`src/design/eight_bit_register_alu_defines.svh`:
```
// Assertion macros used by the register ALU top level.
`ifndef EIGHT_BIT_REGISTER_ALU_DEFINES_SVH
`define EIGHT_BIT_REGISTER_ALU_DEFINES_SVH

`ifndef SYNTHESIS

// Clocked check that is masked while reset is high.
`define EBRA_ASSERT(label, clk, rst, prop, msg) \
   label: assert property (@(posedge clk) disable iff (rst) prop) else $error(msg);

// Clocked check that also holds during reset.
`define EBRA_ASSERT_ALWAYS(label, clk, prop, msg) \
   label: assert property (@(posedge clk) prop) else $error(msg);

`else

`define EBRA_ASSERT(label, clk, rst, prop, msg)
`define EBRA_ASSERT_ALWAYS(label, clk, prop, msg)

`endif

`endif

```
`src/design/ebra_pkg.sv`:
```
// Package with widths, operation codes and sequencer states of the register ALU.
`default_nettype none

package ebra_pkg;

   // Field widths of the request and response transactions.
   localparam int OP_W    = 4;
   localparam int IDX_W   = 4;
   localparam int DATA_W  = 8;

   // The divider retires one quotient bit per cycle.
   localparam int DIV_STEPS = DATA_W;
   localparam int CNT_W     = $clog2(DIV_STEPS);

   // Operation codes carried in the req_type field.
   typedef enum logic [OP_W-1:0] {
      OP_ADD   = 4'd0,
      OP_SUB   = 4'd1,
      OP_MUL   = 4'd2,
      OP_UDIV  = 4'd3,
      OP_INC   = 4'd4,
      OP_DEC   = 4'd5,
      OP_SADD  = 4'd6,
      OP_SSUB  = 4'd7,
      OP_SMUL  = 4'd8,
      OP_SDIV  = 4'd9,
      OP_WRITE = 4'd10
   } op_type;

   // Sequencer states.
   typedef enum logic [1:0] {
      ST_IDLE,
      ST_READ,
      ST_DIV,
      ST_EXEC
   } state_type;

endpackage

`default_nettype wire

```
`src/design/ebra_req_if.sv`:
```
// Request channel interface: operation, register indices and write byte.
`default_nettype none

interface ebra_req_if;
   import ebra_pkg::*;

   logic              valid;
   logic              ready;
   logic [OP_W-1:0]   req_type;
   logic [IDX_W-1:0]  first_reg;
   logic [IDX_W-1:0]  second_reg;
   logic [DATA_W-1:0] write_value;

   modport source (
      output valid, req_type, first_reg, second_reg, write_value,
      input  ready
   );

   modport sink (
      input  valid, req_type, first_reg, second_reg, write_value,
      output ready
   );
endinterface

`default_nettype wire

```
`src/design/ebra_rsp_if.sv`:
```
// Response channel interface: accumulator and target register value.
`default_nettype none

interface ebra_rsp_if;
   import ebra_pkg::*;

   logic              valid;
   logic              ready;
   logic [DATA_W-1:0] accumulator;
   logic [DATA_W-1:0] target_value;

   modport source (
      output valid, accumulator, target_value,
      input  ready
   );

   modport sink (
      input  valid, accumulator, target_value,
      output ready
   );
endinterface

`default_nettype wire

```
`src/design/eight_bit_register_alu.sv`:
```
// Top level of the 8-bit ALU with register file and accumulator.
//
//  channel   direction  handshake         payload
//  req_bus   in         valid / ready     req_type, first_reg, second_reg, write_value
//  rsp_bus   out        valid / ready     accumulator, target_value
//
// A transaction passes from acceptance to a loaded response through accept,
// register file read and execute, with the divider states in between for udiv
// and sdiv, whose divider retires one quotient bit per cycle. A new request is
// taken in the cycle after execute.
// Reset clears the accumulator and the per-register valid bits, so every register
// reads as zero until written; there is no clearing pass.
// The response register frees the input side; execute waits only while a
// response is still held and not yet taken.
`default_nettype none
`include "eight_bit_register_alu_defines.svh"

module eight_bit_register_alu #(
   parameter int NUM_REGS = 16
) (
   input wire logic clock,
   input wire logic reset,
   ebra_req_if.sink   req_bus,
   ebra_rsp_if.source rsp_bus
);
   import ebra_pkg::*;

   localparam int AW = (NUM_REGS > 1) ? $clog2(NUM_REGS) : 1;
   // Index compare width: wide enough for the index, the address and NUM_REGS.
   localparam int XW = ((AW > IDX_W) ? AW : IDX_W) + 1;

   // Sequencer state and captured request.
   state_type         state_ff, state_in;
   op_type            op_ff;
   logic [AW-1:0]     ia_addr_ff;
   logic              ia_ok_ff, ib_ok_ff;
   logic              va_ff, vb_ff;
   logic [DATA_W-1:0] wv_ff;

   // Operands, divider and architectural accumulator.
   logic [DATA_W-1:0] a_ff, b_ff;
   logic [DATA_W-1:0] quo_ff, rem_ff, dvs_ff;
   logic              neg_ff;
   logic [CNT_W-1:0]  cnt_ff;
   logic [DATA_W-1:0] acc_ff;
   logic [NUM_REGS-1:0] valid_ff;

   // Response register.
   logic              rsp_valid_ff;
   logic [DATA_W-1:0] rsp_acc_ff, rsp_tgt_ff;

   // Control outputs of the sequencer.
   logic req_ready;
   logic commit;
   logic rf_we;

   // Address decode of the incoming request.
   logic [XW-1:0] ia_ext, ib_ext;
   logic          ia_ok, ib_ok;
   logic [AW-1:0] ia_addr, ib_addr;

   assign ia_ext  = XW'(req_bus.first_reg);
   assign ib_ext  = XW'(req_bus.second_reg);
   assign ia_ok   = ia_ext < XW'(NUM_REGS);
   assign ib_ok   = ib_ext < XW'(NUM_REGS);
   assign ia_addr = ia_ext[AW-1:0];
   assign ib_addr = ib_ext[AW-1:0];

   // Register file: two copies written together give two read ports.
   logic [DATA_W-1:0] rd_a, rd_b, rf_wdata;

   ebra_ram #(.WIDTH(DATA_W), .DEPTH(NUM_REGS)) u_ram_a (
      .clock (clock),
      .we    (rf_we),
      .waddr (ia_addr_ff),
      .wdata (rf_wdata),
      .raddr (ia_addr),
      .rdata (rd_a)
   );

   ebra_ram #(.WIDTH(DATA_W), .DEPTH(NUM_REGS)) u_ram_b (
      .clock (clock),
      .we    (rf_we),
      .waddr (ia_addr_ff),
      .wdata (rf_wdata),
      .raddr (ib_addr),
      .rdata (rd_b)
   );

   // Operands read as zero when out of range or never written.
   logic [DATA_W-1:0] a_val, b_val, ma, mb;
   logic              is_sdiv;

   assign a_val   = (ia_ok_ff && va_ff) ? rd_a : '0;
   assign b_val   = (ib_ok_ff && vb_ff) ? rd_b : '0;
   assign is_sdiv = (op_ff == OP_SDIV);
   assign ma      = (is_sdiv && a_val[DATA_W-1]) ? (~a_val + DATA_W'(1)) : a_val;
   assign mb      = (is_sdiv && b_val[DATA_W-1]) ? (~b_val + DATA_W'(1)) : b_val;

   // One restoring division step on the magnitudes.
   logic [DATA_W:0]   trial, trial_sub;
   logic              trial_ge;
   logic [DATA_W-1:0] rem_in, quo_in;

   assign trial     = {rem_ff, quo_ff[DATA_W-1]};
   assign trial_ge  = trial >= {1'b0, dvs_ff};
   assign trial_sub = trial - {1'b0, dvs_ff};
   assign rem_in    = trial_ge ? trial_sub[DATA_W-1:0] : trial[DATA_W-1:0];
   assign quo_in    = {quo_ff[DATA_W-2:0], trial_ge};

   // Execute: new accumulator, register write and target value.
   logic [2*DATA_W-1:0] prod;
   logic [DATA_W-1:0]   quot, acc_in, tgt;
   logic                wr_op;

   assign prod = a_ff * b_ff;
   assign quot = (b_ff == '0) ? '0 : (neg_ff ? (~quo_ff + DATA_W'(1)) : quo_ff);

   always_comb begin
      acc_in   = acc_ff;
      rf_wdata = a_ff;
      wr_op    = 1'b0;
      case (op_ff)
         OP_ADD, OP_SADD: acc_in = a_ff + b_ff;
         OP_SUB, OP_SSUB: acc_in = a_ff - b_ff;
         OP_MUL, OP_SMUL: acc_in = prod[DATA_W-1:0];
         OP_UDIV, OP_SDIV: acc_in = quot;
         OP_INC: begin
            rf_wdata = a_ff + DATA_W'(1);
            wr_op    = 1'b1;
         end
         OP_DEC: begin
            rf_wdata = a_ff - DATA_W'(1);
            wr_op    = 1'b1;
         end
         OP_WRITE: begin
            rf_wdata = wv_ff;
            wr_op    = 1'b1;
         end
         default: acc_in = acc_ff;
      endcase
   end

   // An out-of-range target reads as zero and ignores writes.
   assign tgt = wr_op ? (ia_ok_ff ? rf_wdata : '0) : a_ff;

   logic out_free;
   assign out_free = !rsp_valid_ff || rsp_bus.ready;

   // Next-state logic of the sequencer.
   always_comb begin
      state_in = state_ff;
      case (state_ff)
         ST_IDLE: begin
            if (req_bus.valid) begin
               state_in = ST_READ;
            end
         end
         ST_READ: begin
            if (op_ff == OP_UDIV || op_ff == OP_SDIV) begin
               state_in = ST_DIV;
            end else begin
               state_in = ST_EXEC;
            end
         end
         ST_DIV: begin
            if (cnt_ff == CNT_W'(DIV_STEPS - 1)) begin
               state_in = ST_EXEC;
            end
         end
         ST_EXEC: begin
            if (out_free) begin
               state_in = ST_IDLE;
            end
         end
         default: state_in = ST_IDLE;
      endcase
   end

   // Output logic of the sequencer.
   always_comb begin
      req_ready = 1'b0;
      commit    = 1'b0;
      case (state_ff)
         ST_IDLE: req_ready = 1'b1;
         ST_EXEC: commit    = out_free;
         default: begin
            req_ready = 1'b0;
            commit    = 1'b0;
         end
      endcase
   end

   assign rf_we = commit && wr_op && ia_ok_ff;

   // Control registers.
   always_ff @(posedge clock) begin
      if (reset) begin
         state_ff     <= ST_IDLE;
         acc_ff       <= '0;
         valid_ff     <= '0;
         rsp_valid_ff <= 1'b0;
      end else begin
         state_ff <= state_in;
         if (commit) begin
            acc_ff <= acc_in;
         end
         if (rf_we) begin
            valid_ff[ia_addr_ff] <= 1'b1;
         end
         if (commit) begin
            rsp_valid_ff <= 1'b1;
         end else if (rsp_bus.ready) begin
            rsp_valid_ff <= 1'b0;
         end
      end
   end

   // Payload registers: captured request, operands, divider and response.
   always_ff @(posedge clock) begin
      if (req_bus.valid && req_ready) begin
         op_ff      <= op_type'(req_bus.req_type);
         ia_addr_ff <= ia_addr;
         ia_ok_ff   <= ia_ok;
         ib_ok_ff   <= ib_ok;
         va_ff      <= valid_ff[ia_addr];
         vb_ff      <= valid_ff[ib_addr];
         wv_ff      <= req_bus.write_value;
      end
      if (state_ff == ST_READ) begin
         a_ff   <= a_val;
         b_ff   <= b_val;
         quo_ff <= ma;
         dvs_ff <= mb;
         rem_ff <= '0;
         neg_ff <= is_sdiv && (a_val[DATA_W-1] ^ b_val[DATA_W-1]);
         cnt_ff <= '0;
      end else if (state_ff == ST_DIV) begin
         quo_ff <= quo_in;
         rem_ff <= rem_in;
         cnt_ff <= cnt_ff + CNT_W'(1);
      end
      if (commit) begin
         rsp_acc_ff <= acc_in;
         rsp_tgt_ff <= tgt;
      end
   end

   assign req_bus.ready        = req_ready;
   assign rsp_bus.valid        = rsp_valid_ff;
   assign rsp_bus.accumulator  = rsp_acc_ff;
   assign rsp_bus.target_value = rsp_tgt_ff;

   // Checks on the sequencer.
   `EBRA_ASSERT(a_accept_reads, clock, reset, (req_bus.valid && req_bus.ready) |=> (state_ff == ST_READ), "accepted request did not start a read")
   `EBRA_ASSERT(a_div_ends, clock, reset, (state_ff == ST_DIV && cnt_ff == CNT_W'(DIV_STEPS - 1)) |=> (state_ff == ST_EXEC), "divider overran its step count")
   `EBRA_ASSERT(a_commit_resp, clock, reset, commit |=> (rsp_bus.valid && state_ff == ST_IDLE), "commit did not load a response")
   `EBRA_ASSERT(a_exec_holds, clock, reset, (state_ff == ST_EXEC && !out_free) |=> (state_ff == ST_EXEC && $stable(acc_ff)), "execute moved on while response was stalled")

endmodule

`default_nettype wire

```
`src/design/ebra_ram.sv`:
```
// Generic single-write, single-read RAM with a registered read port.
`default_nettype none

module ebra_ram #(
   parameter int WIDTH = 8,
   parameter int DEPTH = 16
) (
   input  wire logic                     clock,
   input  wire logic                     we,
   input  wire logic [$clog2(DEPTH)-1:0] waddr,
   input  wire logic [WIDTH-1:0]         wdata,
   input  wire logic [$clog2(DEPTH)-1:0] raddr,
   output logic      [WIDTH-1:0]         rdata
);

   logic [WIDTH-1:0] mem_ff [DEPTH];
   logic [WIDTH-1:0] rdata_ff;

   // Write port and registered read port.
   always_ff @(posedge clock) begin
      if (we) begin
         mem_ff[waddr] <= wdata;
      end
      rdata_ff <= mem_ff[raddr];
   end

   assign rdata = rdata_ff;

endmodule

`default_nettype wire
```
`src/flat_wrapper.sv`:
```
// flat-port wrapper written by rule: the top's interface ports become plain ports
module eight_bit_register_alu_flat import ebra_pkg::*;
#(
   parameter int NUM_REGS = 16
)
  (clock, reset, req_bus_valid, req_bus_req_type, req_bus_first_reg, req_bus_second_reg, req_bus_write_value, req_bus_ready, rsp_bus_valid, rsp_bus_accumulator, rsp_bus_target_value, rsp_bus_ready);
  ebra_req_if req_bus_i ();
  ebra_rsp_if rsp_bus_i ();
  input wire logic clock;
  input wire logic reset;
  input wire logic [$bits(req_bus_i.valid)-1:0] req_bus_valid;
  input wire logic [$bits(req_bus_i.req_type)-1:0] req_bus_req_type;
  input wire logic [$bits(req_bus_i.first_reg)-1:0] req_bus_first_reg;
  input wire logic [$bits(req_bus_i.second_reg)-1:0] req_bus_second_reg;
  input wire logic [$bits(req_bus_i.write_value)-1:0] req_bus_write_value;
  output wire logic [$bits(req_bus_i.ready)-1:0] req_bus_ready;
  output wire logic [$bits(rsp_bus_i.valid)-1:0] rsp_bus_valid;
  output wire logic [$bits(rsp_bus_i.accumulator)-1:0] rsp_bus_accumulator;
  output wire logic [$bits(rsp_bus_i.target_value)-1:0] rsp_bus_target_value;
  input wire logic [$bits(rsp_bus_i.ready)-1:0] rsp_bus_ready;
  assign req_bus_i.valid = req_bus_valid;
  assign req_bus_i.req_type = req_bus_req_type;
  assign req_bus_i.first_reg = req_bus_first_reg;
  assign req_bus_i.second_reg = req_bus_second_reg;
  assign req_bus_i.write_value = req_bus_write_value;
  assign req_bus_ready = req_bus_i.ready;
  assign rsp_bus_valid = rsp_bus_i.valid;
  assign rsp_bus_accumulator = rsp_bus_i.accumulator;
  assign rsp_bus_target_value = rsp_bus_i.target_value;
  assign rsp_bus_i.ready = rsp_bus_ready;
  eight_bit_register_alu #(.NUM_REGS(NUM_REGS)) u_core (.clock(clock), .reset(reset), .req_bus(req_bus_i), .rsp_bus(rsp_bus_i));
endmodule
```
`config.mk`:
```
export PLATFORM = sky130hd
export DESIGN_NAME = eight_bit_register_alu_flat
export DESIGN_NICKNAME = d
export VERILOG_FILES = /design/src/design/ebra_pkg.sv /design/src/design/ebra_req_if.sv /design/src/design/ebra_rsp_if.sv /design/src/design/eight_bit_register_alu.sv /design/src/design/ebra_ram.sv /design/src/flat_wrapper.sv
export VERILOG_INCLUDE_DIRS = /design/src /design/src/design
export SDC_FILE = /design/constraint.sdc
export NUM_CORES = 1
export LEC_CHECK = 0
export ABC_CLOCK_PERIOD_IN_PS = 5000
export BUFFER_PORTS_ARGS = -buffer_cell sky130_fd_sc_hd__buf_2
export CAP_MARGIN = 20
export CORE_MARGIN = 10
export CORE_UTILIZATION = 60
export DETAILED_ROUTE_END_ITERATION = 12
export HOLD_SLACK_MARGIN = 0.03
export PLACE_DENSITY = 0.87
export RECOVER_POWER = 50
export SETUP_SLACK_MARGIN = 0.02
export SLEW_MARGIN = 25
export SYNTH_ARGS = -nofsm -noshare
export SYNTH_HDL_FRONTEND = slang
export SYNTH_SLANG_ARGS = --single-unit
```
`constraint.sdc`:
```
create_clock -name clock -period 5 [get_ports clock]
set_input_delay 0.5 -clock clock [delete_from_list [all_inputs] [get_ports clock]]
set_output_delay 0.5 -clock clock [all_outputs]
set_load 0.01 [all_outputs]
```
# Word level (Yosys, flattened, before mapping)
# Memories as Yosys holds them, arrays and structs flattened. A register that Yosys moved wholly into a read port is not among the register bits.
# Cells that the tools add are included.
[word_totals] regBits=107 n_memories=2 output_inout_bits=18 elab_cells=115 input_bits=24 mem_bits_rw=256
[memory_table] name="u_core.u_ram_a.mem_ff" words=16 word_bits=8 rd=1 rd_ports_with_merged_regs=1 write_ports=1 line_no="ebra_ram.sv:16" rtl="logic [WIDTH-1:0] mem_ff [DEPTH];"
[memory_table] name="u_core.u_ram_b.mem_ff" words=16 word_bits=8 rd=1 rd_ports_with_merged_regs=1 write_ports=1 line_no="ebra_ram.sv:16"
[classes] order_cmp=7 addsub=9 n_eq_ne=17 n_mux=31 reduce_logical=23 mul=1 bitwise_logic=5
[op_table] op="$mux W8" count=11
[op_table] op="$add A8 B1 Y8 const B" count=4
[op_table] op="$pmux W8 S4" count=1
[op_table] op="$lt A4 B5 Y1 const B" count=5
[op_table] op="$not A8 Y8" count=3
[op_table] op="$pmux W8 S3" count=1
[op_table] op="$eq A4 B3 Y1 const B" count=4
[op_table] op="$or A16 B16 Y16" count=1
[op_table] op="$sub A8 B8 Y8" count=2
[op_table] op="$eq A4 B4 Y1 const B" count=3
[op_table] op="$mux W1" count=11
[op_table] op="$ge A9 B8 Y1" count=1
[op_table] op="$logic_and A1 B1 Y1" count=9
[op_table] op="$add A8 B8 Y8" count=1
[op_table] op="$bmux W1 S4" count=2
[op_table] op="$eq A4 B2 Y1 const B" count=2
[op_table] op="$logic_not A8 Y1" count=1
[op_table] op="$mul A8 B8 Y8" count=1
[op_table] op="$pmux W2 S4" count=1
[op_table] op="$reduce_or A2 Y1" count=4
[op_table] op="$sub A8 B1 Y8 const B" count=1
[op_table] op="$mux W2" count=3
[op_table] op="$demux W1 S4" count=1
[op_table] op="$eq A2 B2 Y1 const B" count=2
[op_table] op="other kinds (15)" count=18

# Logic depth before layout (Yosys ltp)
# Gate-level depths: netlist of the first run.
[depth] depth_word=7 depth_mapped=16 mapped_depth_nobuf=15

# Cells and area by module
# A second synthesis of the first run with hierarchy kept.
[unflattened] cells_unflattened=1116 hier_area_um2=16976.3
[modules_own_cells] module="ebra_ram" cells_per_inst=229 n_inst=2 seq_area_each_um2=4003.8 area_per_inst_um2=5147.4
[modules_own_cells] module="eight_bit_register_alu" cells_per_inst=658 n_inst=1 seq_area_each_um2=2742.6 area_per_inst_um2=6681.4

# Worst setup path before layout of the first run
# OpenSTA, ideal clock, no wires.
[synth_path] path_kind="register to register" startpoint="register u_core.a_ff[0]" endpoint="register u_core.rsp_acc_ff[7], in the netlist u_core.rsp_bus.accumulator[7] (data pin)" arrival_time_ps=3838 n_path_buf=1 required_time_ps=4731 path_slack_ps=893 setup_ps=269 synth_period_minus_slack_ps=4107 stages_incl_launch_ff=17 cell_sequence="edfxtp_1 clkbuf_1 nand2_1 fa_1 inv_1 fa_1 ha_1 inv_1 fa_1 inv_1 ha_1 a21o_1 a21oi_1 xnor2_1 xnor2_1 a221oi_1 a21oi_1"
[synth_via] elab_chain_len=2 word_cells_on_any_way=4 classes_between="add/sub (2); mul (1); mux (1)"
[synth_lines] item="from (decl)" line_no="eight_bit_register_alu.sv:41" rtl="logic [DATA_W-1:0] a_ff, b_ff;"
[synth_lines] item="from (signal assigned)" line_no="eight_bit_register_alu.sv:231" rtl="a_ff <= a_val;"
[synth_lines] item="$mul A8 B8 Y8 (tied with other cells)" line_no="eight_bit_register_alu.sv:116" rtl="assign prod = a_ff * b_ff;"
[synth_lines] item="$pmux W8 S4 (*)" line_no="eight_bit_register_alu.sv:123" rtl="case (op_ff)"
[synth_lines] item="net u_core.acc_in[7]" line_no="eight_bit_register_alu.sv:113" rtl="logic [DATA_W-1:0] quot, acc_in, tgt;"
[synth_lines] item="to (signal assigned)" line_no="eight_bit_register_alu.sv:244" rtl="rsp_acc_ff <= acc_in;"
[synth_lines] item="to (decl)" line_no="eight_bit_register_alu.sv:50" rtl="logic [DATA_W-1:0] rsp_acc_ff, rsp_tgt_ff;"
# The timed path passes the listed nets; every way through them passes the cells marked *.
# A chain may end at the register's enable or synchronous reset.

# Worst setup path after layout of the first run
[layout_path] startpoint="register u_core.a_ff[1]" endpoint="register u_core.rsp_acc_ff[7], in the netlist u_core.rsp_bus.accumulator[7] (data pin)"
# Same word-level chain as after synthesis.

==> flow_metrics.py, run 1 <==
metrics = {
    "sta": {
        "max_slew.worst_pin.slew_ns": 2.506,
        "skew_ns": 0.03412,
        "setup_viol": 0,
        "setup_ws_ns": 0.6342,
        "fmax_mhz": 229.1,
        "rsz0062_at_grt": "false",
        "tns_ns": 0,
        "holdWs_ns": 0.1180,
        "relSlewSlack": -0.6709,
        "hold_violations": 0,
        "finalWorstPathRequiredPeriod_ns": 4.366,
        "period_share": 0.8732,
        "final-max-slew-violation-count": 156,
    },
    "synthesis": {
        "syn_area_per_cell_um2": 13.75,
        "synth_cell_types": 64,
        "synth_compound_area_frac": 0.07284,
        "ys_warn_count": 0,
        "synth_cells": 937,
        "ys_top_cells_by_count": "edfxtp_1 (194), mux4_2 (90), nor2_1 (83)",
        "ys.flop_type": "edfxtp_1",
        "synthMuxAreaShare": 0.1653,
        "synth_top_area_share": 0.4522,
        "synthSimpleGateAreaFrac": 0.08099,
        "synth-xor-area-share": 0.03875,
        "synthAdderAreaFrac": 0.06992,
        "synth_fp_nets": 1024,
        "syn_area_um2": 12880,
        "yosysMostFrequentCell": "edfxtp_1",
        "yosys.area.top_type": "edfxtp_1",
        "synth-edff-count": 194,
        "synth_top_family_by_area": "multiplexers",
        "synthTopCellsByArea": "edfxtp_1 (45%), mux4_2 (16%), dfxtp_1 (8.4%), ha_1 (4.7%), xnor2_1 (2.9%)",
        "async_flop_share": 0,
        "yosys_register_bits": 248,
        "yosysSeqAreaShare": 0.5361,
    },
    "pwr": {
        "p_leak_nw": 5.106,
        "powerDensity_nw_per_um2": 527.0,
        "peakVddDrop_uv": 409.3,
    },
    "global_routing": {
        "grtUsageTotal": 0.2121,
        "grt_pass1_vias": 8349,
        "grt_overflow": 0,
        "antenna_found_initial": 0,
        "grt_max_degree": 38,
        "grt_first_pass_wirelength_um": 47180,
    },
    "final_layout": {
        "fin_cells": 1266,
        "multi_input_area_um2": 5502,
        "seq_area_um2": 6907,
        "diodes": 0,
        "fillCellCount": 1443,
        "largest_register": "u_core.u_ram_b.mem_ff",
        "largest_register_ffs": 128,
        "nets": 1059,
        "syn_to_final_growth_pct": 9.401,
        "drive_gt1_frac": 0.1726,
        "largestRegisters": "u_core.u_ram_b.mem_ff (128), u_core.valid_ff (16)",
        "final_util": 0.6684,
    },
    "worst_setup_path": {
        "worstSetupEndpointType": "register",
        "arrival_ns": 4.63,
        "crit_fanout": 9,
        "path_class": "register to register",
        "crit_chain": "nand2_1 > fa_1 > fa_1 > inv_1 > fa_1 > inv_1 > fa_1 > inv_1 > ha_1 > a21oi_1 > xnor2_1 > xnor2_1 > a221oi_1 > a21oi_1",
        "reg2reg_from": "u_core.a_ff[1]$_DFFE_PP_",
        "crit_start": "u_core.a_ff[1]$_DFFE_PP_",
        "max_stage_delay_ns": 0.55,
        "cp_slowest_cell": "edfxtp_1",
        "critical_path.most_common_cell": "fa_1",
        "required_ns": 5.27,
        "crit_path_start_kind": "register",
    },
    "floorplan": {
        "coreArea_um2": 21090,
        "die_y_um": 166.5,
        "num_rows": 53,
        "die_area_um2": 27730,
        "initial_utilization": 0.6110,
        "ioPinCount": 42,
        "die_w_um": 166.5,
    },
    "clock_tree": {
        "cts.sinks": 248,
        "cts_tree": "done",
        "post_cts_resized": 0,
        "cts-buffers-inserted": 25,
        "htree_levels": 1,
        "hold_buffers": 0,
        "cts_root_buf": "clkbuf_16",
        "path_clk_slew_ns": 0.06,
        "cts.path.max_buffers": 3,
        "post_cts_buffers": 0,
        "insertion_delay_ns": 0.56,
    },
    "placement": {
        "gp_congestion": 0.9388,
        "place_hpwl_um": 20780,
        "dp_worst_setup_slack_ns": 0.6284,
        "place_inst": 1220,
        "numPortBuffers": 41,
    },
    "routing": {
        "routed_wl_um": 29960,
        "first_pass_iters": 6,
        "drtIter0Drc": 845,
        "wire_per_inst_um": 23.66,
        "vias_per_cell": 6.447,
        "drt.antenna.violating_nets": 0,
        "drc_errors": 0,
        "via_count": 8162,
    },
    "min_path": {
        "min-delay-start": "req_bus_write_value[5]",
        "hold_path.class": "input port to register",
    },
    "outcome": {
        "status": "complete, but fails checks",
        "violations": "max-capacitance violations, max-slew violations",
    },
    "run": {
        "max-cap-violations": 5,
    },
}
-- routing by layer --
| metal | global-route usage | up-vias | share of wire |
|---|---|---|---|
| met2 | 0.3777 | 398 | 0.53 |
| li1 | - | 3597 | - |
| met1 | 0.2515 | 4080 | 0.36 |
| met5 | 0 | - | 0 |
| met4 | 0.08247 | 0 | 0.038 |
| met3 | 0.03460 | 87 | 0.073 |
-- layout by cell type (no fill, tap or decap), types with 4 or more instances in the layout --
cell type,count
and2_1,15
mux4_2,90
edfxtp_1,194
a211oi_1,9
o21ba_2,7
buf_2,18
nand2_1,61
a221o_1,7
nor3_1,17
dfxtp_1,54
ha_1,48
mux2i_1,8
buf_4,7
a222oi_1,6
nand3_1,4
xnor2_1,43
and2_0,7
clkinv_1,4
inv_1,66
clkbuf_16,26
a21oi_1,29
or3_1,4
a21o_1,8
nor2b_1,10
a31oi_1,11
clkinv_2,4
a22oi_1,4
o21ai_0,22
fa_1,15
clkbuf_1,33
o31ai_1,6
nand2b_1,9
nor2_1,83
xor2_1,14
-- worst paths after layout --
check,end,slack [ns],cells past startpoint
max reg2reg,u_core.rsp_bus.accumulator[7]$_DFFE_PP_,0.63,14
min,u_core.wv_ff[5]$_DFFE_PP_,0.12,1
max,u_core.rsp_bus.accumulator[7]$_DFFE_PP_,0.63,14
min reg2reg,u_core.acc_ff[1]$_SDFFE_PP0P_,0.48,2
-- final cells by class --
class | count | share of cell area
sequential | 248 | 0.4900
clock inverter | 17 | 0.01163
timing repair buffer | 56 | 0.01838
multi-input combinational | 575 | 0.3903
inverter | 66 | 0.01758
clock buffer | 29 | 0.04767
tap | 275 | 0.02441
-- critical path, delay by kind of cell, from the launching register on --
| kind | cells | cell delay (ns) |
|---|---|---|
| AO/OA/AOI/OAI | 3 | 0.69 |
| XOR/XNOR | 2 | 0.28 |
| adder cells (fa/ha/maj) | 5 | 2.31 |
| buffers and inverters | 3 | 0.14 |
| flip-flops | 1 | 0.55 |
| AND/OR/NAND/NOR | 1 | 0.13 |
-- kinds of logic (layout without fill, tap and decap cells) --
family | Yosys count | count (layout)
xor gates and xnor gates | 57 | 57
DFF | 248 | 248
adders and majority gates | 63 | 63
muxes | 100 | 100
AOI/OAI and AO/OA | 133 | 133
and+or+nand+nor | 222 | 222
buffers and inverters | 114 | 168
-- power by group --
part | internal (W) | switching (W) | total [W]
logic | 0.00108 | 0.00155 | 0.00263
clock network | 0.00108 | 0.000820 | 0.00190
registers | 0.00266 | 0.000237 | 0.00290
total | 0.00482 | 0.00261 | 0.00743
-- metrics by stage --
step / area (um2) / power, W
3_3_place_gp: 13330 / 0.005436
3_5_place_dp: 13330 / 0.005545
5_1_grt: 14090 / 0.007878
2_1_floorplan: 12880 / 0.004854
4_1_cts: 14170 / 0.007446
6_report: 14090 / 0.007427
Power figures use the tool's default switching activity.
==> run 2: changes to the inputs <==
--- a/config.mk
+++ b/config.mk
@@ -6,6 +6,7 @@
 export SDC_FILE = /design/constraint.sdc
 export NUM_CORES = 1
 export LEC_CHECK = 0
+export ABC_AREA = 1
 export ABC_CLOCK_PERIOD_IN_PS = 5000
 export BUFFER_PORTS_ARGS = -buffer_cell sky130_fd_sc_hd__buf_2
 export CAP_MARGIN = 20
==> run 2 against run 1 <==
The flow still finishes with violations (max-capacitance violations, max-slew violations). First-iteration DRC count rose by 65%. Area after synthesis rose by 5.5%. Via count rose by 36%. Global-route usage rose by 2.0 points. Largest power group unchanged. Die area rose by 4.8%. Non-clock buffer count fell by 4. Sequential power fell by 2%.
==> flow_metrics.py, run 2 <==
metrics = {
    "min_path": {
        "hold_path_end": "u_core.wv_ff[4]$_DFFE_PP_",
        "min-delay-start": "req_bus_write_value[4]",
        "whs_path_depth": 1,
        "hold_path.class": "input port to register",
    },
    "clock_tree": {
        "post_cts_resized": 0,
        "cts_root_buf": "clkbuf_16",
        "cts.sinks": 248,
        "post_cts_buffers": 0,
        "cts.path.max_buffers": 3,
        "insertion_delay_ns": 0.56,
        "hold_buffers": 0,
        "cts_tree": "done",
        "path_clk_slew_ns": 0.06,
        "cts-buffers-inserted": 26,
        "htree_levels": 1,
    },
    "synthesis": {
        "syn_area_per_cell_um2": 8.944,
        "async_flop_share": 0,
        "synth-edff-count": 194,
        "synthTopCellsByArea": "edfxtp_1 (43%), dfxtp_1 (8.0%), nand2_1 (7.3%), inv_1 (6.1%), a21oi_1 (5.4%)",
        "ys_top_cells_by_count": "nand2_1 (266), inv_1 (220), edfxtp_1 (194)",
        "yosysMostFrequentCell": "nand2_1",
        "syn_area_um2": 13590,
        "synth_top_area_share": 0.4285,
        "synth_cells": 1520,
        "synth_cell_types": 49,
        "yosys.area.top_type": "edfxtp_1",
        "ys.flop_type": "edfxtp_1",
        "synth_fp_nets": 1607,
        "yosysSeqAreaShare": 0.5081,
        "ys_warn_count": 0,
        "yosys_register_bits": 248,
    },
    "worst_setup_path": {
        "worst-r2r-cell-count": 15,
        "crit_chain": "nand2_1 > fa_1 > fa_1 > inv_1 > fa_1 > inv_1 > fa_1 > inv_1 > ha_1 > o21ai_0 > and2_1 > inv_1 > nand3_1 > nand3_1 > nand4_2",
        "reg2reg_from": "u_core.a_ff[1]$_DFFE_PP_",
        "arrival_ns": 4.37,
        "r2r_slack_ns": 0.89,
        "max_stage_delay_ns": 0.61,
        "crit_buf_inv": 4,
        "rr_endpoint": "u_core.rsp_bus.accumulator[7]$_DFFE_PP_",
        "crit_family": "adder cells",
        "required_ns": 5.26,
        "worstSetupEndpointType": "register",
        "cp_slowest_cell": "edfxtp_1",
        "crit_path_start_kind": "register",
        "crit_fanout": 11,
        "path_class": "register to register",
    },
    "routing": {
        "first_pass_iters": 8,
        "drt.antenna.violating_nets": 0,
        "drtIter0Drc": 1394,
        "vias_per_cell": 6.081,
        "via_count": 11120,
        "wire_per_inst_um": 18.69,
        "routed_wl_um": 34170,
        "drc_errors": 0,
    },
    "global_routing": {
        "grt_first_pass_wirelength_um": 53650,
        "grt_max_degree": 121,
        "grt_overflow": 0,
        "grtUsageTotal": 0.2319,
        "grt_pass1_vias": 10400,
        "antenna_found_initial": 1,
    },
    "sta": {
        "period_share": 0.8212,
        "relSlewSlack": -0.4335,
        "finalWorstPathRequiredPeriod_ns": 4.106,
        "rsz0062_at_grt": "false",
        "setup_viol": 0,
        "final-max-slew-violation-count": 46,
        "skew_ns": 0.03003,
        "max_slew.worst_pin.slew_ns": 2.150,
        "fmax_mhz": 243.5,
        "hold_violations": 0,
        "tns_ns": 0,
    },
    "final_layout": {
        "largest_register": "u_core.u_ram_b.mem_ff",
        "drive_gt1_frac": 0.05314,
        "layout_common_cells": "nand2_1 (267), inv_1 (221), edfxtp_1 (194)",
        "fin_cells": 1828,
        "diodes": 0,
        "final_util": 0.6545,
        "nets": 1610,
        "syn_to_final_growth_pct": 8.017,
        "largest_register_ffs": 128,
        "final_common_cell": "nand2_1",
        "largestRegisters": "u_core.u_ram_b.mem_ff (128), u_core.valid_ff (16)",
    },
    "run": {
        "max-cap-violations": 1,
    },
    "pwr": {
        "p_leak_nw": 6.232,
        "peakVddDrop_uv": 290.2,
        "powerDensity_nw_per_um2": 482.5,
    },
    "placement": {
        "place_hpwl_um": 22260,
        "gp_congestion": 0.9089,
        "numPortBuffers": 41,
        "place_inst": 1780,
    },
    "floorplan": {
        "coreArea_um2": 22430,
        "die_y_um": 170.5,
        "die_area_um2": 29080,
        "num_rows": 55,
        "die_w_um": 170.5,
        "ioPinCount": 42,
        "initial_utilization": 0.6060,
    },
    "outcome": {
        "status": "complete, but fails checks",
        "violations": "max-capacitance violations, max-slew violations",
    },
}
run 2: cell count changes in the layout (fill, tap and decap cells not counted), sizes merged, moves of 20 or more:
cell / previous run / this run
nand2: 61 / 270
inv: 67 / 223
o21ai: 24 / 151
a21oi: 29 / 147
mux4: 90 / 0
nand3: 4 / 91
o211ai: 2 / 56
xnor2: 43 / 8
and2: 22 / 2
run 2: cell type report:
class                   instances  area, um2
repair buffers                 52      251.5
clock buffers                  35      714.4
multi-input cells             970       5497
fillers                      1752       7750
clock inverters                13      113.9
flip-flops and latches        248       6907
well taps                     285      356.6
inverters                     225      844.6
run 2: stage by stage:
stage	total power [W]	cell area [um2]	setup slack [ns]	hold slack (ns)
4_1_cts	0.007094	14760	0.9000	0.09367
6_report	0.007085	14680	0.8939	0.1128
3_3_place_gp	0.005080	13920	1.039	0.4492
2_1_floorplan	0.004609	13590	1.208	0.4407
3_5_place_dp	0.005221	13930	0.8990	0.4540
5_1_grt	0.007526	14680	0.6063	0.1042
run 2: cell families (layout without fill, tap and decap cells):
kind of cell | after synthesis | in the layout | share of synthesized area
flops | 248 | 248 | 0.5081
fa+ha+maj | 63 | 63 | 0.06627
buf+inv | 302 | 325 | 0.08532
mux | 2 | 2 | 0.001473
simple gates | 467 | 467 | 0.1449
compound gates | 401 | 401 | 0.1696
xor+xnor | 37 | 37 | 0.02439
run 2: how the worst max path moves through the flow:
stage	slack, ns	cells after the start	startpoint	endpoint
2_1_floorplan	1.21	16	u_core.a_ff[1]$_DFFE_PP_	u_core.rsp_bus.accumulator[7]$_DFFE_PP_
5_1_grt	0.61	8	u_core.state_ff[0]$_SDFFE_PP0P_	u_core.u_ram_b.mem_ff[14][4]$_DFFE_PP_
3_5_place_dp	0.90	15	u_core.a_ff[1]$_DFFE_PP_	u_core.rsp_bus.accumulator[7]$_DFFE_PP_
4_1_cts	0.90	15	u_core.a_ff[1]$_DFFE_PP_	u_core.rsp_bus.accumulator[7]$_DFFE_PP_
6_report	0.89	15	u_core.a_ff[1]$_DFFE_PP_	u_core.rsp_bus.accumulator[7]$_DFFE_PP_
3_3_place_gp	1.04	15	u_core.a_ff[1]$_DFFE_PP_	u_core.rsp_bus.accumulator[7]$_DFFE_PP_
run 2: per-layer routing:
| metal | vias up | share of wire | wire (um) | global-route usage |
|---|---|---|---|---|
| met5 | - | 0 | 0 | 0 |
| met4 | 0 | 0.048 | 1630 | 0.1068 |
| met3 | 121 | 0.079 | 2701 | 0.03088 |
| met2 | 587 | 0.49 | 16870 | 0.4003 |
| met1 | 5228 | 0.38 | 12970 | 0.2829 |
| li1 | 5180 | - | - | - |
run 2: power by group:
group | total, W | internal [W] | leakage (nW) | switching [W]
combinational | 0.00237 | 0.000816 | 3.60 | 0.00156
sequential | 0.00283 | 0.00264 | 2.22 | 0.000197
clock | 0.00188 | 0.00106 | 0.407 | 0.000818
total | 0.00708 | 0.00451 | 6.23 | 0.00257
